==> src/rtl/gradient_pixel_generator_core_defines.svh <==
// Assertion macros for the gradient pixel generator.
// Used by the top level; the clock and reset names in scope must be clk and rst.
`ifndef GRADIENT_PIXEL_GENERATOR_CORE_DEFINES_SVH
`define GRADIENT_PIXEL_GENERATOR_CORE_DEFINES_SVH
`ifndef NO_ASSERTIONS
// Checked outside reset.
`define GPG_ASSERT(lbl, prop) \
  lbl: assert property (@(posedge clk) disable iff (rst) prop) \
    else $error("gradient pixel generator assertion failed");
// Checked at every edge, reset included.
`define GPG_ASSERT_RST(lbl, prop) \
  lbl: assert property (@(posedge clk) prop) \
    else $error("gradient pixel generator reset check failed");
`else
`define GPG_ASSERT(lbl, prop)
`define GPG_ASSERT_RST(lbl, prop)
`endif
`endif

==> src/rtl/gpg_pkg.sv <==
// Shared constants, register indexes and pipeline record types of the gradient generator.
// No dependencies.
package gpg_pkg;

  // Dither matrix side; must be a power of two.
  localparam int DITHER_DIM  = 4;
  localparam int COORD_BITS  = 16;
  localparam int DITHER_BITS = (DITHER_DIM > 1) ? $clog2(DITHER_DIM) : 1;
  localparam int PIX_BITS    = 15;
  localparam int FRAC_BITS   = 16;

  // Signed width of coordinate differences; product and divider lane widths derive from it.
  localparam int SW   = ((COORD_BITS > PIX_BITS) ? COORD_BITS : PIX_BITS) + 2;
  localparam int PW   = 2 * SW;
  localparam int DIVW = PW + 2;
  localparam int ROOT_W = 2 * FRAC_BITS;

  localparam logic [FRAC_BITS:0] F_ONE = (FRAC_BITS + 1)'(1) << FRAC_BITS;

  // Configuration register indexes.
  localparam int IDX_W = 4;
  localparam logic [IDX_W-1:0] REG_MODE        = IDX_W'(0);
  localparam logic [IDX_W-1:0] REG_START_X     = IDX_W'(1);
  localparam logic [IDX_W-1:0] REG_START_Y     = IDX_W'(2);
  localparam logic [IDX_W-1:0] REG_END_X       = IDX_W'(3);
  localparam logic [IDX_W-1:0] REG_END_Y       = IDX_W'(4);
  localparam logic [IDX_W-1:0] REG_COLOR_START = IDX_W'(5);
  localparam logic [IDX_W-1:0] REG_COLOR_END   = IDX_W'(6);
  localparam logic [IDX_W-1:0] REG_DITHER      = IDX_W'(7);

  // Mode bits.
  localparam int MODE_RADIAL = 0;
  localparam int MODE_DITHER = 1;

  // Which fixed color an early-decided pixel takes.
  typedef enum logic [1:0] {
    FIX_START_RAW,
    FIX_END_RAW,
    FIX_END_ADJ
  } fsel_t;

  typedef struct packed {
    logic [1:0]                   mode;
    logic [COORD_BITS-1:0]        sx;
    logic [COORD_BITS-1:0]        sy;
    logic [COORD_BITS-1:0]        ex;
    logic [COORD_BITS-1:0]        ey;
    logic [31:0]                  c0;
    logic [31:0]                  c1;
    logic [63:0]                  dtab;
    logic [3:0]                   dmax;
  } cfg_t;

  typedef struct packed {
    logic                   fixed;
    fsel_t                  fsel;
    logic                   lo;
    logic                   hi;
    logic [DITHER_BITS-1:0] pxm;
    logic [DITHER_BITS-1:0] pym;
  } side_t;

  typedef struct packed {
    logic [DIVW-1:0]      rx;
    logic [DIVW-1:0]      ddx;
    logic [DIVW-1:0]      ry;
    logic [DIVW-1:0]      ddy;
    logic [FRAC_BITS-1:0] qx;
    logic [FRAC_BITS-1:0] qy;
    side_t                side;
  } div_t;

  typedef struct packed {
    logic [ROOT_W-1:0]  v;
    logic [ROOT_W:0]    res;
    logic [FRAC_BITS:0] f;
    side_t              side;
  } root_t;

endpackage

==> src/rtl/gpg_prep.sv <==
// Two stages between divider and square root: squares, then their sum and the
// linear factor. Depends on gpg_pkg.
module gpg_prep (
  input  logic           clk,
  input  logic           rst,
  input  logic           en,
  input  gpg_pkg::cfg_t  cfg,
  input  logic           in_valid,
  input  gpg_pkg::div_t  din,
  output logic           out_valid,
  output gpg_pkg::root_t dout
);

  logic                           v1;
  logic [gpg_pkg::ROOT_W-1:0]     sqx, sqy;
  logic [gpg_pkg::FRAC_BITS-1:0]  qx1;
  gpg_pkg::side_t                 side1, side2;
  logic [gpg_pkg::ROOT_W:0]       sum;
  logic [gpg_pkg::FRAC_BITS:0]    flin;

  // Stage 1: square both normalized distances.
  always_ff @(posedge clk) begin
    if (rst) begin
      v1 <= 1'b0;
    end else if (en) begin
      v1 <= in_valid;
    end
    if (en) begin
      sqx   <= din.qx * din.qx;
      sqy   <= din.qy * din.qy;
      qx1   <= din.qx;
      side1 <= din.side;
    end
  end

  // Stage 2: radius squared, overflow marks the pixel outside in radial mode; linear factor clamped.
  always_comb begin
    sum   = (gpg_pkg::ROOT_W + 1)'(sqx) + (gpg_pkg::ROOT_W + 1)'(sqy);
    side2 = side1;
    if (cfg.mode[gpg_pkg::MODE_RADIAL] && !side1.fixed && sum[gpg_pkg::ROOT_W]) begin
      side2.fixed = 1'b1;
      side2.fsel  = gpg_pkg::FIX_END_ADJ;
    end
    if (side1.lo) begin
      flin = '0;
    end else if (side1.hi) begin
      flin = gpg_pkg::F_ONE;
    end else begin
      flin = {1'b0, qx1};
    end
  end

  always_ff @(posedge clk) begin
    if (rst) begin
      out_valid <= 1'b0;
    end else if (en) begin
      out_valid <= v1;
    end
    if (en) begin
      dout.v    <= sum[gpg_pkg::ROOT_W-1:0];
      dout.res  <= '0;
      dout.f    <= flin;
      dout.side <= side2;
    end
  end

endmodule

==> config.mk <==
export PLATFORM = sky130hd
export DESIGN_NAME = gpg_prep
export DESIGN_NICKNAME = d
export VERILOG_FILES = /design/src/rtl/gradient_pixel_generator_core_defines.svh /design/src/rtl/gpg_pkg.sv /design/src/rtl/gpg_prep.sv
export SDC_FILE = /design/constraint.sdc
export NUM_CORES = 1
export LEC_CHECK = 0
export BUFFER_PORTS_ARGS = -buffer_cell sky130_fd_sc_hd__buf_2
export CAP_MARGIN = 25
export CORE_MARGIN = 2
export CORE_UTILIZATION = 49
export CTS_CLUSTER_DIAMETER = 50
export DETAILED_ROUTE_END_ITERATION = 8
export MAX_ROUTING_LAYER = met4
export PLACE_DENSITY = 0.86
export SYNTH_ARGS = -nofsm -noshare
export SYNTH_HDL_FRONTEND = slang
export SYNTH_SLANG_ARGS = --single-unit
==> constraint.sdc <==
create_clock -name clk -period 9.81 [get_ports clk]
set_input_delay 1.4715 -clock clk [delete_from_list [all_inputs] [get_ports clk]]
set_output_delay 1.4715 -clock clk [all_outputs]
set_load 0.02 [all_outputs]
# ---- Word-level counts from Yosys, hierarchy flattened
# Index checks and enable logic that the tools add are counted.
dict set report word_totals {
  regBits 149
  inputBits 395
  out_inout_bits 92
  wordCells 28
}
dict set report classes {
  addsub 1
  n_mul 2
  mux 1
  n_reduce_logical 4
}
# cell n
set op_table {}
lappend op_table {{16-bit by 16-bit multiplier with 32-bit output} 2}
lappend op_table {{32-bit by 32-bit adder with 33-bit output} 1}
lappend op_table {{17-bit two-way mux} 1}
lappend op_table {{1-bit logical AND} 2}
lappend op_table {{2-bit OR reduction} 1}
lappend op_table {{1-bit logical NOT} 1}

# ---- Logic depth before layout (Yosys ltp)
dict set report depth {
  ltp_word 3
  mapped_depth 25
  depth_no_buf 24
}

# ---- Worst setup path before layout
# OpenSTA, ideal clock, no wires.
dict set report synth_path {
  kind {in2reg}
  start {input port din[10] (netlist bit)}
  end {register sqy[25] (netlist bit) (data pin)}
  setup_ns 0.259
  arrival_ns 7.016
  required_time_ns 9.551
  slack_ns 2.535
  stages 22
  n_path_buf 2
  cell_sequence {clkbuf_1 clkbuf_1 nand2_1 fa_1 fa_1 inv_1 fa_1 fa_1 fa_1 inv_1 fa_1 inv_1 ha_1 and4_2 a211oi_1 o31ai_1 a21oi_2 o21ai_2 a221oi_2 o221ai_1 a21oi_1 xnor2_1}
}
dict set report synth_via {
  elab_chain_len 1
}
# item line_no
set synth_rtl {}
lappend synth_rtl {{from (decl)} gpg_prep.sv:9} ;# input gpg_pkg::div_t din,
lappend synth_rtl {{16-bit by 16-bit multiplier with 32-bit output} gpg_prep.sv:30} ;# sqy <= din.qy * din.qy;
lappend synth_rtl {{to (signal assigned)} gpg_prep.sv:30}
lappend synth_rtl {{to (decl)} gpg_prep.sv:15} ;# logic [gpg_pkg::ROOT_W-1:0] sqx, sqy;
# No other way between the ends.
# A chain may end at the register's enable or synchronous reset.

# ---- Worst setup path after layout
dict set report layout_path {
  start {input port din[31] (netlist bit)}
  end {register sqx[27] (netlist bit) (data pin)}
}
dict set report layout_via {
  elab_chain_len 1
}
# item line_no
set layout_rtl {}
lappend layout_rtl {{16-bit by 16-bit multiplier with 32-bit output} gpg_prep.sv:29} ;# sqx <= din.qx * din.qx;
lappend layout_rtl {{to (signal assigned)} gpg_prep.sv:29}
lappend layout_rtl {{to (decl)} gpg_prep.sv:15}
# No other way between the ends.

==> run summary <==
Run status - finished, final reports clean
Initial core utilization - 0.495
Pins over their slew limit - 0
Max-capacitance violation count - 0
Post-synth top cells - 503 x sky130_fd_sc_hd__inv_1, 324 x sky130_fd_sc_hd__fa_1, 235 x sky130_fd_sc_hd__ha_1
Ranking of synthesized cells by area - sky130_fd_sc_hd__fa_1 31%, sky130_fd_sc_hd__edfxtp_1 21%, sky130_fd_sc_hd__ha_1 14%
Via-per-instance ratio - 5.32
Setup fix buffers added after clock tree synthesis - 0
Depth of the worst register-to-register path - 10
Largest family of logic cells by synthesized area - adder cells
Unrepaired setup endpoints after global routing - false
Post-synthesis compound-gate area fraction - 0.0734
Crit path time final - 7480 ps
Post-cts gate resize count - 0
Final routed wirelength across all metal layers - 44,200 um
Final setup TNS - 0 ps
CTS Buf Count - 17
Overflow left after global routing - 0
# hold bufs at CTS - 0
Buffers plus inverters on the worst setup path - 7
Clock Pin Slew Worst Setup and Hold Paths - 60 ps
Final setup skew - 9.66 ps
Arithmetic-cell share of the synthesized area counting full adders, half adders and majority gates - 0.456
Die W - 209 um
TritonCTS clock tree - yes
Slowest stage delay, CP - 520 ps
Ordered list of cells on the worst path - buf_2 > and2_1 > inv_1 > fa_1 > inv_1 > fa_1 > inv_1 > fa_1 > inv_1 > fa_1 > fa_1 > inv_1 > fa_1 > inv_1 > ha_1 > a21o_1 > a21o_1 > a21o_1 > a21oi_1 > o21ai_0 > o311ai_2 > nand3b_1 > nor4_1 > nor3_1
Fraction of final layout cells with drive strength greater than 1 - 0.0794
H-Tree Depth - 4
Yosys Warn Count - 0
Endpoint arrival time on the critical path - 7690 ps
Fraction of synthesized cell area in xor and xnor cells - 0.0420
Pin count of the biggest net entering global routing - 77
Die Ht - 209 um
Kind of critical path - in2reg
End of the worst register-to-register path - dout[90]$_DFFE_PP_
Fraction of the yosys area taken by sequential cells - 0.211
Cell at the slowest stage of the critical path - sky130_fd_sc_hd__fa_1
Hold Violations, Final - 0
Worst Hold Launch - side1[0]$_DFFE_PP_
Final Cycle Share - 0.762
Global router's overall resource usage - 0.218
Hold worst-path end - dout[0]$_DFFE_PP_
Yosys top cell by area - sky130_fd_sc_hd__fa_1
Number of global-route vias before repair - 15.7k
Post-synthesis simple-gate area fraction - 0.102
Data required time of the worst path - 10,020 ps
Post-Synthesis Mean Instance Area - 10.0 um^2
Row Count - 75
Number of library cell types mapped by synthesis - 63
Count of nets left with antenna violations after detail routing - 0
Worst r2r src - sqx[10]$_DFFE_PP_
Yosys top cell area share - 0.314
Count of final setup violators - 0
Setup slack of the most critical reg-to-reg path - 6540 ps
Full die area - 43,800 um^2
Type of the tightest min-delay check - reg2reg
Core footprint - 41,800 um^2
Count of state elements after synthesis - 146
Via count of the routed design - 14.3k
Final estimated routing congestion in global placement - 0.937
IO Count - 487
Number of synthesized flops with an enable pin - 144
Max FO, Critical Path - 18
Final Net Count - 3,083
Buffer depth of the longest clock path - 2
Sink Count - 146
Most used flip-flop cell after synthesis - sky130_fd_sc_hd__edfxtp_1
Startpoint Class - primary input
DRT iter0 DRCs - 906
Transition time of the tightest slew-check pin - 986 ps
Antenna violations before repair - 1
Worst hold stages - 0
Maximum achievable frequency - 134 MHz
Normalized max-slew margin - 0.342
Area growth from synthesis to layout - 6.93%
Mapped Area - 20,700 um^2
Fin Hold WS - 435 ps
Clock root cell - sky130_fd_sc_hd__clkbuf_16
Cell class contributing the biggest share of worst-path delay - adder cells
Detailed placement HPWL - 35,500 um
Crit. End Element - flop
Clk_lat worst skew - 460 ps
Detail-routed net length per standard cell - 16.5 um
Gate Count Post-Synth - 2,057
DRC violations left - 0
Filler Cell Count - 3,463
Global-route wire length before repair - 73,600 um
Detailed-router iteration count before antenna repair - 6
Share of synthesized flip-flops with an asynchronous set or reset - 0
Most common cell in the synthesized netlist - sky130_fd_sc_hd__inv_1
Number of buffers added on ports - 104
Multiplexer share of the synthesized area - 0.00206
## cell families (layout without fill, tap and decap cells)
logic type | after synthesis | count (layout)
buffers and inverters | 587 | 639
adders and majority gates | 559 | 559
and+or+nand+nor | 441 | 441
AOI/OAI and AO/OA | 220 | 220
DFF | 146 | 146
xor gates and xnor gates | 99 | 99
muxes | 4 | 4
other | 1 | 34
## layout make-up
cell class | instances | area [um^2] | area share
Clock inverter | 14 | 121 | 0.00550
Sequential cell | 146 | 4360 | 0.198
Multi-Input combinational cell | 1356 | 14100 | 0.637
Tap cell | 539 | 674 | 0.0305
Antenna cell | 1 | 2.50 | 0.000113
Clock buffer | 17 | 425 | 0.0193
Inverter | 503 | 1890 | 0.0855
Timing Repair Buffer | 105 | 534 | 0.0242
## worst register-to-register path, delay by kind of cell (launching register included)
| family | cells | cell delay (ps) |
|---|---|---|
| compound gates | 6 | 1420 |
| fa+ha+maj | 1 | 380 |
| xor+xnor | 1 | 180 |
| flops | 1 | 380 |
| simple gates | 2 | 650 |
## worst max-delay path by stage
stage               cells after the start           endpoint  startpoint  slack (ps)
CTS                                    24  sqx[27]$_DFFE_PP_     din[31]        2380
global placement                       24  sqx[27]$_DFFE_PP_     din[31]        2070
detailed placement                     24  sqx[27]$_DFFE_PP_     din[31]        1910
global route                           24  sqx[27]$_DFFE_PP_     din[31]        2060
finish                                 24  sqx[27]$_DFFE_PP_     din[31]        2330
floorplan                              22  sqy[25]$_DFFE_PP_     din[10]        2540
## cells in the final DEF, fill, tap and decap left out, drive strengths merged, types with 4 or more instances in the layout
cell type  count
inv          511
fa           324
ha           235
nand2        190
edfxtp       144
buf          105
and2          96
a21oi         74
nor2          72
xnor2         67
a21o          46
conb          33
xor2          32
o21ai         32
nand3         17
clkbuf        17
o21bai        15
nor2b         14
o21a          11
nor3           9
a211oi         9
or2            8
nand2b         7
nand4          7
a31o           7
and3           6
a31oi          6
nand3b         4
and4           4
## per-layer routing
layer	vias up	wire (um)	GRT usage	part of all wire
met3	94	2530	0.0394	0.057
met4	0	1420	0.0837	0.032
met2	447	23400	0.387	0.53
met1	7227	16800	0.244	0.38
met5	-	0	-	0
li1	6483	-	-	-
## flip-flops by register name, indices dropped and copies added, names as in the netlist
| signal | flops |
|---|---|
| dout | 58 |
| out_valid | 1 |
| qx1 | 15 |
| side1 | 9 |
| sqx | 31 |
| sqy | 31 |
| v1 | 1 |
## per-stage QoR
stage                     setup slack (ps)  std cells   util  cell area [um^2]
after floorplan                       2540       2089      -             20800
after global placement                2070       2649  0.516             21500
after detailed placement              1910       2649  0.516             21500
after CTS                             2380       2680  0.529             22100
after global routing                  2060       2681  0.529             22100
final                                 2330       2681  0.529             22100
Power is left out: the tool's default activity adds up to more than one toggle a clock period on the data nets, which glitch-free logic cannot reach.
