===== src/rtl/gradient_pixel_generator_core_defines.svh =====
// Assertion macros for the gradient pixel generator.
// Used by the top level; the clock and reset names in scope must be clk and rst.
`ifndef GRADIENT_PIXEL_GENERATOR_CORE_DEFINES_SVH
`define GRADIENT_PIXEL_GENERATOR_CORE_DEFINES_SVH
`ifndef NO_ASSERTIONS
// Checked outside reset.
`define GPG_ASSERT(lbl, prop) \
  lbl: assert property (@(posedge clk) disable iff (rst) prop) \
    else $error("gradient pixel generator assertion failed");
// Checked at every edge, reset included.
`define GPG_ASSERT_RST(lbl, prop) \
  lbl: assert property (@(posedge clk) prop) \
    else $error("gradient pixel generator reset check failed");
`else
`define GPG_ASSERT(lbl, prop)
`define GPG_ASSERT_RST(lbl, prop)
`endif
`endif


===== src/rtl/gpg_pkg.sv =====
// Shared constants, register indexes and pipeline record types of the gradient generator.
// No dependencies.
package gpg_pkg;

  // Dither matrix side; must be a power of two.
  localparam int DITHER_DIM  = 4;
  localparam int COORD_BITS  = 16;
  localparam int DITHER_BITS = (DITHER_DIM > 1) ? $clog2(DITHER_DIM) : 1;
  localparam int PIX_BITS    = 15;
  localparam int FRAC_BITS   = 16;

  // Signed width of coordinate differences; product and divider lane widths derive from it.
  localparam int SW   = ((COORD_BITS > PIX_BITS) ? COORD_BITS : PIX_BITS) + 2;
  localparam int PW   = 2 * SW;
  localparam int DIVW = PW + 2;
  localparam int ROOT_W = 2 * FRAC_BITS;

  localparam logic [FRAC_BITS:0] F_ONE = (FRAC_BITS + 1)'(1) << FRAC_BITS;

  // Configuration register indexes.
  localparam int IDX_W = 4;
  localparam logic [IDX_W-1:0] REG_MODE        = IDX_W'(0);
  localparam logic [IDX_W-1:0] REG_START_X     = IDX_W'(1);
  localparam logic [IDX_W-1:0] REG_START_Y     = IDX_W'(2);
  localparam logic [IDX_W-1:0] REG_END_X       = IDX_W'(3);
  localparam logic [IDX_W-1:0] REG_END_Y       = IDX_W'(4);
  localparam logic [IDX_W-1:0] REG_COLOR_START = IDX_W'(5);
  localparam logic [IDX_W-1:0] REG_COLOR_END   = IDX_W'(6);
  localparam logic [IDX_W-1:0] REG_DITHER      = IDX_W'(7);

  // Mode bits.
  localparam int MODE_RADIAL = 0;
  localparam int MODE_DITHER = 1;

  // Which fixed color an early-decided pixel takes.
  typedef enum logic [1:0] {
    FIX_START_RAW,
    FIX_END_RAW,
    FIX_END_ADJ
  } fsel_t;

  typedef struct packed {
    logic [1:0]                   mode;
    logic [COORD_BITS-1:0]        sx;
    logic [COORD_BITS-1:0]        sy;
    logic [COORD_BITS-1:0]        ex;
    logic [COORD_BITS-1:0]        ey;
    logic [31:0]                  c0;
    logic [31:0]                  c1;
    logic [63:0]                  dtab;
    logic [3:0]                   dmax;
  } cfg_t;

  typedef struct packed {
    logic                   fixed;
    fsel_t                  fsel;
    logic                   lo;
    logic                   hi;
    logic [DITHER_BITS-1:0] pxm;
    logic [DITHER_BITS-1:0] pym;
  } side_t;

  typedef struct packed {
    logic [DIVW-1:0]      rx;
    logic [DIVW-1:0]      ddx;
    logic [DIVW-1:0]      ry;
    logic [DIVW-1:0]      ddy;
    logic [FRAC_BITS-1:0] qx;
    logic [FRAC_BITS-1:0] qy;
    side_t                side;
  } div_t;

  typedef struct packed {
    logic [ROOT_W-1:0]  v;
    logic [ROOT_W:0]    res;
    logic [FRAC_BITS:0] f;
    side_t              side;
  } root_t;

endpackage


===== src/rtl/gpg_color.sv =====
// Color back end: transparent-stop fixup, dither compare and channel mix in two
// stages, the second being the output register. Depends on gpg_pkg.
module gpg_color (
  input  logic           clk,
  input  logic           rst,
  input  logic           en,
  input  gpg_pkg::cfg_t  cfg,
  input  logic           in_valid,
  input  gpg_pkg::root_t din,
  output logic           out_valid,
  output logic [31:0]    pixel_color
);

  localparam int PRW = gpg_pkg::FRAC_BITS + 9;

  logic [gpg_pkg::FRAC_BITS:0]   f, finv;
  logic                          a0z, a1z, dlt;
  logic [31:0]                   c0a, c1a;
  logic [3:0]                    tsel, tval;
  logic [gpg_pkg::FRAC_BITS+5:0] dprod, thr;
  logic [PRW-1:0]                pa [4];
  logic [PRW-1:0]                pb [4];

  // Stage 1 registers.
  logic                          v1, dlt1;
  logic [31:0]                   c0a1, c1a1;
  logic [PRW-1:0]                pa1 [4];
  logic [PRW-1:0]                pb1 [4];
  gpg_pkg::side_t                side1;

  logic [PRW:0]                  msum [4];
  logic [31:0]                   mixc, res;

  // Stage 1: factor, color fixup, threshold compare and channel products.
  always_comb begin
    f     = cfg.mode[gpg_pkg::MODE_RADIAL] ? din.res[gpg_pkg::FRAC_BITS:0] : din.f;
    finv  = gpg_pkg::F_ONE - f;
    a0z   = cfg.c0[31:24] == 8'h00;
    a1z   = cfg.c1[31:24] == 8'h00;
    c0a   = (a0z && !a1z) ? {8'h00, cfg.c1[23:0]} : cfg.c0;
    c1a   = (!a0z && a1z) ? {8'h00, cfg.c0[23:0]} : cfg.c1;
    tsel  = {2'(din.side.pym), 2'(din.side.pxm)};
    tval  = cfg.dtab[{tsel, 2'b00} +: 4];
    dprod = f * (gpg_pkg::FRAC_BITS + 6)'({1'b0, cfg.dmax} + 5'd2);
    thr   = (gpg_pkg::FRAC_BITS + 6)'({{1'b0, tval} + 5'd1, {gpg_pkg::FRAC_BITS{1'b0}}});
    dlt   = dprod < thr;
    for (int i = 0; i < 4; i++) begin
      pa[i] = c0a[8*i +: 8] * finv;
      pb[i] = c1a[8*i +: 8] * f;
    end
  end

  always_ff @(posedge clk) begin
    if (rst) begin
      v1 <= 1'b0;
    end else if (en) begin
      v1 <= in_valid;
    end
    if (en) begin
      dlt1  <= dlt;
      c0a1  <= c0a;
      c1a1  <= c1a;
      pa1   <= pa;
      pb1   <= pb;
      side1 <= din.side;
    end
  end

  // Stage 2: channel sums, then pick the final color.
  always_comb begin
    for (int i = 0; i < 4; i++) begin
      msum[i] = (PRW + 1)'(pa1[i]) + (PRW + 1)'(pb1[i]);
      if (cfg.mode[gpg_pkg::MODE_RADIAL]) begin
        msum[i] = msum[i] + ((PRW + 1)'(1) << (gpg_pkg::FRAC_BITS - 1));
      end
      mixc[8*i +: 8] = msum[i][gpg_pkg::FRAC_BITS +: 8];
    end
    if (side1.fixed) begin
      case (side1.fsel)
        gpg_pkg::FIX_START_RAW: res = cfg.c0;
        gpg_pkg::FIX_END_RAW:   res = cfg.c1;
        default:                res = c1a1;
      endcase
    end else if (cfg.mode[gpg_pkg::MODE_DITHER]) begin
      res = dlt1 ? c0a1 : c1a1;
    end else begin
      res = mixc;
    end
  end

  always_ff @(posedge clk) begin
    if (rst) begin
      out_valid <= 1'b0;
    end else if (en) begin
      out_valid <= v1;
    end
    if (en) begin
      pixel_color <= res;
    end
  end

endmodule

===== config.mk =====
export PLATFORM = sky130hd
export DESIGN_NAME = gpg_color
export DESIGN_NICKNAME = d
export VERILOG_FILES = /design/src/rtl/gradient_pixel_generator_core_defines.svh /design/src/rtl/gpg_pkg.sv /design/src/rtl/gpg_color.sv
export SDC_FILE = /design/constraint.sdc
export NUM_CORES = 2
export LEC_CHECK = 0
export BUFFER_PORTS_ARGS = -buffer_cell sky130_fd_sc_hd__buf_2
export CAP_MARGIN = 20
export CORE_MARGIN = 5
export CORE_UTILIZATION = 55
export CTS_BUF_LIST = sky130_fd_sc_hd__clkbuf_8
export DETAILED_ROUTE_END_ITERATION = 12
export MAX_ROUTING_LAYER = met4
export PLACE_DENSITY = 0.73
export SLEW_MARGIN = 20
export SYNTH_ARGS = -nofsm -noshare
export SYNTH_HDL_FRONTEND = slang
export SYNTH_SLANG_ARGS = --single-unit

===== constraint.sdc =====
create_clock -name clk -period 11 [get_ports clk]
set_clock_uncertainty 0.15 [all_clocks]
set_input_delay 0 -clock clk [delete_from_list [all_inputs] [get_ports clk]]
set_output_delay 0 -clock clk [all_outputs]
set_load 0.02 [all_outputs]

Word-level counts from Yosys, hierarchy flattened. Index checks and enable logic that the tools add are counted.

Register bits: 294. Logic and storage cells: 57. Output and inout bits: 33. Bits of input ports: 293.

Shifts and indexed selects: 1. $add $sub $neg: 11. Multipliers: 9. Reduce and logical (&&, ||, !) cells: 7. Eq/ne operators: 1. $lt $le $gt $ge: 1. Muxes and demuxes: 11.

Operators with widths (count): $mul A8 B17 Y24 (8); $mux W32 (5); $add A24 B16 Y24 const B (4); $add A24 B24 Y24 (4); $mux W24 (4); $pmux W32 S2 (1); $shiftx A64 B7 Y4 (1); $lt A22 B21 Y1 (1); $mul A17 B5 Y22 (1); $mux W17 (1); $sub A17 B17 Y17 const A (1); $logic_not A8 Y1 (2); $add A4 B1 Y5 const B (1); $add A4 B2 Y5 const B (1); $eq A2 B1 Y1 const B (1); $logic_and A1 B1 Y1 (2); $logic_not A1 Y1 (2); $logic_not A2 Y1 (1).

Depth between registers and ports, before layout.
Word-level depth: 5. Depth in mapped cells: 30.

Worst setup path before layout. Ideal clock, no wire load.

Kind: input-to-reg. Start point: in cfg[196] (netlist name). End point: reg pa1[98] (netlist name) (data pin). Stages: 26. Arrival: 6675 ps. Data required time: 10590 ps. Path slack: 3916 ps. Path buffers: 5. Library setup time: 260 ps. Cells stage by stage: buf_4 > mux2_2 > inv_1 > buf_2 > buf_1 > ha_1 > o21ai_1 > or4_1 > or3_1 > or3_4 > xnor2_2 > buf_4 > buf_2 > nor2_1 > fa_1 > fa_1 > fa_1 > inv_1 > fa_1 > inv_1 > ha_1 > and3_1 > a211o_1 > a31o_2 > a21oi_1 > xnor2_1.

RTL lines: start, declared (line gpg_color.sv:7) `input gpg_pkg::cfg_t cfg,`; end signal, assigned (line gpg_color.sv:63) `pa1 <= pa;`; end, declared (line gpg_color.sv:27) `logic [PRW-1:0] pa1 [4];`.

==> out/metrics.cfg <==
[worst_hold_path]
min_path_type = in2reg

[critical_path]
crit_fanout = 46
path_class = in2reg
r2r-start = pb1[89]
startpoint_type = primary input
critical_path_required_ps = 11250
ff2ff_setup_slack_ps = 5970
critical_path_arrival_ps = 8150
worst_r2r_path_depth = 14
crit_start = cfg[196]
critPathCapture = pa1[47]
cp-end-kind = flop
worstReg2RegEnd = pixel_color[7]

[clock_tree]
clkLatencyLatePin_ps = 700
ctsHoldBuffers = 99
htree_levels = 2
numCtsBuffers = 55
cts_tree = built
cts.path.max_buffers = 3
cts_setup_buffers = 0
post_cts_resized = 0
clock-sinks = 294
clkTransAtPathRegs_ps = 70
cts_root_buffer = clkbuf_8

[timing]
rsz0062_at_grt = false
finalHoldViolations = 0
worstMarginPinSlew_ps = 1210
holdWs_ps = 94.3
slew_headroom_pct = 19.5
max_freq_mhz = 127
setup_viol = 0
drv_slew = 0
fin_crit_sh_pct = 71.8
setup_ws_ps = 3100
finalCriticalPeriod_ps = 7900
fin_tns_setup_ps = 0

[synthesis]
synth_top_cell_by_area = fa_1
synth.distinct_cells = 86
synth_common_cells = inv_1 (945), nor2_1 (836), fa_1 (756)
synth.top_cell.area_share_pct = 30.2
synthMostInstantiatedCell = inv_1
yosysSeqAreaShare_pct = 17.6
synth-main-ff-cell = edfxtp_1
yosys_warnings = 0
synth_edf_count = 292
synth_seq_cells = 294
async_reset_ff_share_pct = 0
syn_nets = 6977
avgSynthCellArea_um2 = 9.19
netlist_top_cells_area = fa_1 (30%), edfxtp_1 (17%), ha_1 (12%)
syn_inst = 5457
syn_area_um2 = 50100

[die]
fp.dieArea_um2 = 97300
start_util_pct = 55.5
die_height_um = 312
coreArea_um2 = 90300
pin_count = 326
core.rowCount = 110
fp.dieW_um = 312

[place]
port_buffers = 211
dpl.cell_count = 6697
dpl.hpwl_um = 106000
dp_slack_ps = 2550
gp_congestion = 0.948

[final_layout]
drive_gt1_share_pct = 8.79
area_growth_syn_to_layout_pct = 9.78
num-fill-cells = 7546
fin_nets = 7197
finalCoreUtilization_pct = 61.0
final_cells = 6904

[detailed_routing]
drc = 0
drt_wl_total_um = 143000
post_drt_via_cell_ratio = 5.78
drtAntennaViolNets = 0
dr.first_iter.drc_count = 3212
routedWlPerCell_um = 20.7
vias = 39900
drt_first_pass_iters = 7

[power]
ir_drop_mv = 0.296
leakagePower_nw = 26.9
p_per_area_nw_per_um2 = 273

[grt]
grt_pass1_vias = 41700
grt_max_degree = 109
grt_pass1_wl_um = 225000
overflow = 0
antenna_found_initial = 10
grtUsageTotal_pct = 30.2

[run]
drv_cap = 0

[outcome]
outcome = finished, final reports clean

-- report_power, final --
part | leakage (nW) | internal [mW] | switching (mW)
Clock | 0.655 | 0.693 | 0.532
Combinational | 23.3 | 4.78 | 6.61
Sequential | 2.88 | 2.16 | 0.225
-- placed cells by master, fill, tap and decap left out, types with 35 or more instances in the layout --
cell type / netlist / layout
a21o_1: 51 / 51
a21oi_1: 147 / 147
and2_1: 170 / 170
buf_2: 4 / 209
buf_4: 2 / 101
clkbuf_8: 0 / 57
dlygate4sd3_1: 0 / 99
edfxtp_1: 292 / 292
fa_1: 756 / 756
ha_1: 471 / 471
inv_1: 945 / 958
mux2i_1: 127 / 109
nand2_1: 345 / 344
nand2b_1: 48 / 48
nand3_1: 50 / 50
nor2_1: 836 / 835
nor2b_1: 130 / 130
nor3_1: 47 / 47
o21a_1: 35 / 35
o21ai_0: 153 / 153
xnor2_1: 181 / 167
xor2_1: 65 / 63
-- metrics by stage --
step / area (µm²) / total power, mW
finish: 55000 / 15.0
global route: 55000 / 16.5
CTS: 55000 / 14.9
detailed placement: 52800 / 13.6
global placement: 52800 / 13.3
floorplan: 50100 / 10.8
-- worst min-delay path by stage --
stage	from	depth (start not counted)	to	slack (ps)
after floorplan	rst	1	out_valid	-80
after global placement	rst	2	v1	20
after detailed placement	rst	2	v1	20
after CTS	cfg[197]	5	pixel_color[10]	60
after global routing	din[9]	4	pa1[0]	120
final	din[1]	5	dlt1	90
-- routing by layer --
| layer | up-vias | global-route usage, % | share of wire [%] |
|---|---|---|---|
| met5 | - | - | 0 |
| met4 | 0 | 14.1 | 5.9 |
| met3 | 474 | 6.88 | 10 |
| met2 | 1832 | 48.3 | 46 |
| met1 | 19800 | 36.9 | 38 |
| li1 | 17800 | - | - |
-- cell families (layout without fill, tap and decap cells) --
family	count (synthesis)	in the layout	share of synthesized area, %
AND/OR/NAND/NOR	1748	1748	15.8
adder cells (fa/ha/maj)	1227	1227	41.9
buffers and inverters	1196	1459	8.98
AO/OA/AOI/OAI	571	571	7.29
flip-flops	294	294	17.6
XOR/XNOR	248	248	4.38
multiplexers	173	173	4.03
other	0	8	0
-- worst max-delay path, cell delays in order --
cell and delay, ps:
buf_4 470, mux2_2 400, buf_4 290, inv_2 110
buf_4 510, nand4_1 220, nor2_1 430, nand3_1 190
xor2_2 560, buf_4 510, nor2_1 130, fa_1 530
fa_1 520, fa_1 500, inv_1 50, fa_1 470
inv_1 40, ha_1 330, and3_1 170, a21oi_1 110
o21ai_0 120, o41ai_1 660, o211ai_1 230, a31o_2 270
a21oi_1 170, xnor2_1 90
-- sequential cells by signal (all words and copies together) (netlist names), 3 cells and up --
name / cells
pa1: 96
pixel_color: 32
side1: 3
c1a1: 32
c0a1: 32
pb1: 96
-- area by class of cell --
cell class	count	area [µm²]	share of cell area, %
inverters	949	3560	6.47
clock inverters	43	423	0.768
multi-input cells	3967	37200	67.5
flip-flops and latches	294	8810	16.0
clock buffers	57	785	1.43
well taps	1176	1470	2.67
repair buffers	410	2810	5.11
diodes	8	20.0	0.0364
Power figures use the tool's default switching activity.
