===== src/rtl/gradient_pixel_generator_core_defines.svh =====
// Assertion macros for the gradient pixel generator.
// Used by the top level; the clock and reset names in scope must be clk and rst.
`ifndef GRADIENT_PIXEL_GENERATOR_CORE_DEFINES_SVH
`define GRADIENT_PIXEL_GENERATOR_CORE_DEFINES_SVH
`ifndef NO_ASSERTIONS
// Checked outside reset.
`define GPG_ASSERT(lbl, prop) \
  lbl: assert property (@(posedge clk) disable iff (rst) prop) \
    else $error("gradient pixel generator assertion failed");
// Checked at every edge, reset included.
`define GPG_ASSERT_RST(lbl, prop) \
  lbl: assert property (@(posedge clk) prop) \
    else $error("gradient pixel generator reset check failed");
`else
`define GPG_ASSERT(lbl, prop)
`define GPG_ASSERT_RST(lbl, prop)
`endif
`endif


===== src/rtl/gpg_pkg.sv =====
// Shared constants, register indexes and pipeline record types of the gradient generator.
// No dependencies.
package gpg_pkg;

  // Dither matrix side; must be a power of two.
  localparam int DITHER_DIM  = 4;
  localparam int COORD_BITS  = 16;
  localparam int DITHER_BITS = (DITHER_DIM > 1) ? $clog2(DITHER_DIM) : 1;
  localparam int PIX_BITS    = 15;
  localparam int FRAC_BITS   = 16;

  // Signed width of coordinate differences; product and divider lane widths derive from it.
  localparam int SW   = ((COORD_BITS > PIX_BITS) ? COORD_BITS : PIX_BITS) + 2;
  localparam int PW   = 2 * SW;
  localparam int DIVW = PW + 2;
  localparam int ROOT_W = 2 * FRAC_BITS;

  localparam logic [FRAC_BITS:0] F_ONE = (FRAC_BITS + 1)'(1) << FRAC_BITS;

  // Configuration register indexes.
  localparam int IDX_W = 4;
  localparam logic [IDX_W-1:0] REG_MODE        = IDX_W'(0);
  localparam logic [IDX_W-1:0] REG_START_X     = IDX_W'(1);
  localparam logic [IDX_W-1:0] REG_START_Y     = IDX_W'(2);
  localparam logic [IDX_W-1:0] REG_END_X       = IDX_W'(3);
  localparam logic [IDX_W-1:0] REG_END_Y       = IDX_W'(4);
  localparam logic [IDX_W-1:0] REG_COLOR_START = IDX_W'(5);
  localparam logic [IDX_W-1:0] REG_COLOR_END   = IDX_W'(6);
  localparam logic [IDX_W-1:0] REG_DITHER      = IDX_W'(7);

  // Mode bits.
  localparam int MODE_RADIAL = 0;
  localparam int MODE_DITHER = 1;

  // Which fixed color an early-decided pixel takes.
  typedef enum logic [1:0] {
    FIX_START_RAW,
    FIX_END_RAW,
    FIX_END_ADJ
  } fsel_t;

  typedef struct packed {
    logic [1:0]                   mode;
    logic [COORD_BITS-1:0]        sx;
    logic [COORD_BITS-1:0]        sy;
    logic [COORD_BITS-1:0]        ex;
    logic [COORD_BITS-1:0]        ey;
    logic [31:0]                  c0;
    logic [31:0]                  c1;
    logic [63:0]                  dtab;
    logic [3:0]                   dmax;
  } cfg_t;

  typedef struct packed {
    logic                   fixed;
    fsel_t                  fsel;
    logic                   lo;
    logic                   hi;
    logic [DITHER_BITS-1:0] pxm;
    logic [DITHER_BITS-1:0] pym;
  } side_t;

  typedef struct packed {
    logic [DIVW-1:0]      rx;
    logic [DIVW-1:0]      ddx;
    logic [DIVW-1:0]      ry;
    logic [DIVW-1:0]      ddy;
    logic [FRAC_BITS-1:0] qx;
    logic [FRAC_BITS-1:0] qy;
    side_t                side;
  } div_t;

  typedef struct packed {
    logic [ROOT_W-1:0]  v;
    logic [ROOT_W:0]    res;
    logic [FRAC_BITS:0] f;
    side_t              side;
  } root_t;

endpackage


===== src/rtl/gpg_sqrt_step.sv =====
// One digit-by-digit square root stage; the step input selects the bit pair.
// Depends on gpg_pkg.
module gpg_sqrt_step (
  input  logic           clk,
  input  logic           rst,
  input  logic           en,
  input  logic [3:0]     step,
  input  logic           in_valid,
  input  gpg_pkg::root_t din,
  output logic           out_valid,
  output gpg_pkg::root_t dout
);

  logic [gpg_pkg::ROOT_W:0] bitv, trial;
  logic                     take;

  // Try to subtract the current root estimate plus the bit.
  always_comb begin
    bitv  = (gpg_pkg::ROOT_W + 1)'(1) << {step, 1'b0};
    trial = din.res + bitv;
    take  = {1'b0, din.v} >= trial;
  end

  always_ff @(posedge clk) begin
    if (rst) begin
      out_valid <= 1'b0;
    end else if (en) begin
      out_valid <= in_valid;
    end
    if (en) begin
      dout <= din;
      if (take) begin
        dout.v   <= gpg_pkg::ROOT_W'({1'b0, din.v} - trial);
        dout.res <= (din.res >> 1) + bitv;
      end else begin
        dout.res <= din.res >> 1;
      end
    end
  end

endmodule


===== config.mk =====
export PLATFORM = sky130hd
export DESIGN_NAME = gpg_sqrt_step
export DESIGN_NICKNAME = d
export VERILOG_FILES = /design/src/rtl/gradient_pixel_generator_core_defines.svh /design/src/rtl/gpg_pkg.sv /design/src/rtl/gpg_sqrt_step.sv
export SDC_FILE = /design/constraint.sdc
export NUM_CORES = 1
export LEC_CHECK = 0
export ABC_AREA = 1
export ABC_CLOCK_PERIOD_IN_PS = 4000
export BUFFER_PORTS_ARGS = -buffer_cell sky130_fd_sc_hd__buf_2
export CAP_MARGIN = 0
export CORE_MARGIN = 2
export CORE_UTILIZATION = 40
export CTS_BUF_LIST = sky130_fd_sc_hd__clkbuf_4
export DETAILED_ROUTE_END_ITERATION = 8
export GPL_ROUTABILITY_DRIVEN = 0
export PLACE_DENSITY_LB_ADDON = 0.3
export SYNTH_ARGS = -nofsm -noshare
export SYNTH_HDL_FRONTEND = slang
export SYNTH_SLANG_ARGS = --single-unit

===== constraint.sdc =====
create_clock -name clk -period 4 [get_ports clk]
set_input_delay 0.2 -clock clk [delete_from_list [all_inputs] [get_ports clk]]
set_output_delay 0.2 -clock clk [all_outputs]
set_load 0.005 [all_outputs]

# ---- After elaboration in Yosys (flattened, before gate mapping)
# Cells that the tools add are included.
dict set report classes {
  n_reduce_logical 0
  mul 0
  n_eq_ne 0
  bitwise_logic 0
  shifts 1
  n_lt_le_gt_ge 1
  mux 2
  n_div 0
  n_addsub 3
}
# operator n
set ops {}
lappend ops {{$mux 32} 2}
lappend ops {{$add 32x33->33} 1}
lappend ops {{$add 33x33->33} 1}
lappend ops {{$ge 32x33->1} 1}
lappend ops {{$shl 1x5->33 const A} 1}
lappend ops {{$sub 32x32->32} 1}
dict set report word_totals {
  out_inout_bits 92
  romBits 0
  latchBits 0
  n_memories 0
  elab_cells 18
  in_bits 99
  ff_bits 92
  ramBits 0
}

# ---- Depth between registers and ports, before layout
dict set report logic_depth {
  word_depth 4
  depth_mapped 32
  depth_no_buf 31
}

# ---- Least setup slack after synthesis
# Ideal clock, no wire load.
dict set report synth_path {
  path_kind {input-to-reg}
  from {in step[3]}
  to {reg dout[31] in the netlist's numbering (data pin)}
  arrival_ps 3414
  cell_stages 27
  t_required_ps 3747
  path_buffers 2
  setup_slack_ps 334
  setup_ps 253
  path_cell_list {clkbuf_1 inv_1 nor2_1 ha_1 nand2_1 o21ai_0 nand2_1 o21ai_0 inv_1 nand3_1 nand2_1 nand2_1 xnor2_1 ha_1 nand2_2 nor2_2 inv_2 nor3_2 and2_1 nand2_2 nand2_2 nand2_2 nand2_4 nand2_4 buf_2 nand2_1 nand2_1}
}
dict set report synth_via {
  elab_chain_cells 4
  elab_cells_between_ends 5
  classes_between {add/sub (2); order compare (1); shift (1); mux (1)}
}
# element line_no
set synth_rtl {}
lappend synth_rtl {{start, declared} gpg_sqrt_step.sv:7} ;# input logic [3:0] step,
lappend synth_rtl {{$shl 1x5->33 *} gpg_sqrt_step.sv:19} ;# bitv = (gpg_pkg::ROOT_W + 1)'(1) << {step, 1'b0};
lappend synth_rtl {{$add 33x33->33} gpg_sqrt_step.sv:20} ;# trial = din.res + bitv;
lappend synth_rtl {{$ge 32x33->1} gpg_sqrt_step.sv:21} ;# take = {1'b0, din.v} >= trial;
lappend synth_rtl {{$mux 32 *} gpg_sqrt_step.sv:32} ;# if (take) begin
lappend synth_rtl {{end signal, assigned} gpg_sqrt_step.sv:31} ;# dout <= din;
lappend synth_rtl {{end, declared} gpg_sqrt_step.sv:11} ;# output gpg_pkg::root_t dout
# Every way passes the cells marked *; elsewhere a longest branch is shown, timed or not.
# A chain may end at the register's enable or synchronous reset.

# ---- Worst setup path after layout
dict set report layout_path {
  from {in step[1]}
  to {reg dout[61] in the netlist's numbering (data pin)}
}
dict set report layout_via {
  elab_chain_cells 4
  elab_cells_between_ends 5
  classes_between {add/sub (2); order compare (1); shift (1); mux (1)}
}
# element line_no
set layout_rtl {}
lappend layout_rtl {{$shl 1x5->33 *} gpg_sqrt_step.sv:19}
lappend layout_rtl {{$add 33x33->33 *} gpg_sqrt_step.sv:20}
lappend layout_rtl {{$sub 32x32->32 / $ge 32x33->1 (equally long branches)} {gpg_sqrt_step.sv:33, gpg_sqrt_step.sv:21}}
lappend layout_rtl {{$mux 32 *} gpg_sqrt_step.sv:32}
# Marks and branches as above.

==> key figures <==
Floorplanning
  – Initial core utilization: 0.407
  – # IOs: between 150 and 200
  – Core Footprint: around 0.024 mm2
  – Chip height: approximately 160 um
  – Die span in x: roughly 160 um
  – Std-Cell Rows: 57
  – Total Die Area: ~0.026 mm2

Clock tree
  – Longest Clk Path Bufs: 2
  – CTS Buf Count: 9
  – Clk sinks: between 90 and 100
  – Worst-skew pair later-pin latency: between 500 and 600 ps
  – # H-tree levels: 3
  – Root Buffer: clkbuf_4
  – TritonCTS clock tree: yes
  – Clk pin slew, worst setup/hold paths: between 150 and 200 ps
  – Setup Buffers After CTS: 0

Global route
  – Met3 GRT Util: 0.0416
  – Global Route Usage Sum: 0.246
  – Overflow after GRT: 0
  – Grt peak-use layer: met2
  – Met2 Resource Use GR: 0.403
  – Vias in the first global route: slightly above 10000
  – Met1 usage in global routing: 0.328
  – Largest net degree at the start of global routing: 70
  – Antenna violations before repair: 3
  – First-pass GRT wire length: roughly 51000 um

Yosys
  – Main synth FF type: edfxtp_1
  – Yosys cell types: 41
  – Cells after Synth: 1512
  – Seq cells post-synth: slightly above 90
  – Largest family of logic cells by synthesized area: simple AND/OR/NAND/NOR gates
  – Top cell type's share of synthesized area: 0.277
  – Adder-Cell Fraction of Synth Area: 0.0858
  – Post-synth top area cell: edfxtp_1
  – Mapped cell area: ~0.0099 mm2
  – Synth warnings: 0
  – Mux cell area share after synthesis: 0.00101
  – Ys async rst share: 0
  – Post-synth EDFFs: 91
  – Synth Area in Compound Gates: 0.0561
  – Synth Area in XOR/XNOR: 0.0462
  – Post-Syn Nets: approximately 1700
  – Top post-synthesis cells by area: edfxtp_1 28%, nand2_1 23%, ha_1 8.4%
  – Seq/Total Area, Yosys: 0.279
  – Syn avg cell area: 6.52 um2
  – Post-synthesis simple-gate area fraction: 0.420

Timing
  – Total negative slack: 0 ps
  – Fin Hold WS: roughly 35 ps
  – Fin. max-slew vios: 0
  – Worst-Margin Slew: approximately 940 ps
  – Worst Setup Slack, final: 339 ps
  – Relative slew slack: 0.374
  – Final min period: approximately 3700 ps
  – Number of setup violations in the final report: 0
  – Skew final: 0 ps
  – FMAX: ~0.27 GHz
  – Unrepaired setup endpoints after global routing: false
  – Final period utilization: 0.915
  – Hold Fails Final Rpt: 0

Route
  – Number of DRC markers in iteration 0: between 700 and 800
  – # DRC: 0
  – Routed vias: about 11000
  – DRT Pass-1 Iters: 5
  – Routed WL per cell: ~15 um
  – Via/cell ratio: between 4 and 5
  – Routed Antenna Nets: 0
  – DRT Wirelength: ~32000 um

Power
  – Sw Share: 0.395
  – Leakage: between 6 and 7 nW
  – Total Power: around 0.0031 W
  – Worst vdd ir: between 0.15 and 0.2 mV
  – Net Switching: roughly 0.0012 W
  – Cell internal pwr: approximately 0.0019 W
  – Flop pwr share: 0.390
  – Power per cell area: 247 mW/mm2
  – Clock group share of total power: 0.184
  – Comb pwr share: 0.426

Critical path
  – Worst Reg-to-Reg Cells: 3
  – CP Max Fanout: 21
  – Slowest stage cell, crit path: o21ai_0
  – CP startpoint kind: input port
  – Setup slack, reg-to-reg: roughly 2900 ps
  – Worst EP arrival: between 3000 and 4000 ps
  – Crit. End Element: flip-flop
  – WP data required: 4280 ps
  – Worst path bufs/invs: 4
  – R2R Path End: out_valid$_SDFFE_PP0P_
  – Worst Path Class, Setup: input port to flip-flop
  – CP delay by family, top: simple AND/OR/NAND/NOR gates
  – CP max stage delay: 400 ps
  – Crit-path most repeated cell: nand2_1
  – RR Startpoint: out_valid$_SDFFE_PP0P_

Placement
  – Dpl ws: -234 ps
  – # port buffers: between 150 and 200
  – Cells after DPL: roughly 2100
  – DP Wirelength: 26000 um

Final layout
  – Fin cells: between 2000 and 2500
  – Commonest cells after routing, fill and taps aside: 596 x nand2_1, 215 x inv_1, 189 x buf_2, 130 x nand3_1, 107 x nor2_1
  – Area grow syn2layout: 27.3%
  – Nets: 2011
  – Share of cells above drive strength 1: 0.203
  – Commonest non-fill, non-tap cell in the layout: nand2_1

Worst hold path
  – Class of the worst hold path: input port to flip-flop
  – Hold path start: din[27]
  – WHS Endpoint: dout[26]$_DFFE_PP_
  – WHS Path Cells: 3

Run status
  – Status: finished, final reports clean

Flow run
  – Max Cap Viol: 0
## worst min-delay path, cell delays in order
cell and delay, ps:
buf_2 120, nand2_1 60, nand2_1 50
## layer usage
layer	wire length, um	vias to the layer above
met5	14	-
met4	1070	2
li1	-	5499
met2	14600	438
met1	14000	4791
met3	2460	72
## synthesized netlist by cell type, types with 2 or more instances
cell,n
a211oi_1,2
a21o_1,2
a21oi_1,47
and2_1,10
buf_12,2
buf_2,12
buf_6,5
buf_8,6
clkbuf_1,7
edfxtp_1,91
ha_1,66
inv_1,215
inv_2,6
nand2_1,596
nand2_2,12
nand2_4,4
nand3_1,130
nand3_2,30
nand3b_1,6
nand4_1,23
nor2_1,108
nor2_2,7
nor3_1,20
o211ai_1,3
o21a_1,4
o21ai_0,22
o21ai_2,3
o21bai_1,10
xnor2_1,21
xor2_1,31
## registers in the layout (all words and copies together), names as in the netlist
register,count
dout,91
out_valid,1
## through the flow
step                      cell area [um2]  utilization
after floorplan                      9860            -
after global placement              11800        0.486
after detailed placement            11800        0.486
after CTS                           12500        0.517
after global routing                12500        0.518
final                               12500        0.518
## cell families after synthesis
logic type,count (synthesis)
AND/OR/NAND/NOR,950
XOR/XNOR,52
AO/OA/AOI/OAI,96
buffers and inverters,254
adder cells (fa/ha/maj),67
flip-flops,92
multiplexers,1
## power by group through the flow
stage                     Clock [W]  Combinational [W]  Sequential, W
final                      0.000569            0.00132        0.00121
after global routing       0.000616            0.00147        0.00122
after CTS                  0.000586            0.00131        0.00121
after detailed placement          0            0.00126        0.00123
after global placement            0            0.00124        0.00123
after floorplan                   0           0.000733        0.00125
## timing repair
action / in CTS / in global routing
endpoints found under the setup margin: 0 / 13
endpoints found under the hold margin: 59 / 0
gates resized for setup: 0 / 2
hold buffers: 60 / 0
## worst max-delay path by stage
stage,depth (start not counted),from,slack [ps],endpoint
3_5_place_dp,28,step[3],-230,dout[64]$_DFFE_PP_
3_3_place_gp,32,step[1],-170,dout[64]$_DFFE_PP_
2_1_floorplan,27,step[3],330,dout[31]$_DFFE_PP_
6_report,26,step[1],340,dout[61]$_DFFE_PP_
4_1_cts,32,step[1],320,dout[39]$_DFFE_PP_
5_1_grt,32,step[0],50,dout[64]$_DFFE_PP_
## layout make-up
class	count	area, um2
tap	324	405
inverter	221	830
fill	2455	11700
antenna	2	5.00
multi-input combinational	1166	6000
clock inverter	7	80.1
clock buffer	9	67.6
timing repair buffer	355	2400
sequential	92	2750
(Power assumes the default switching activity.)
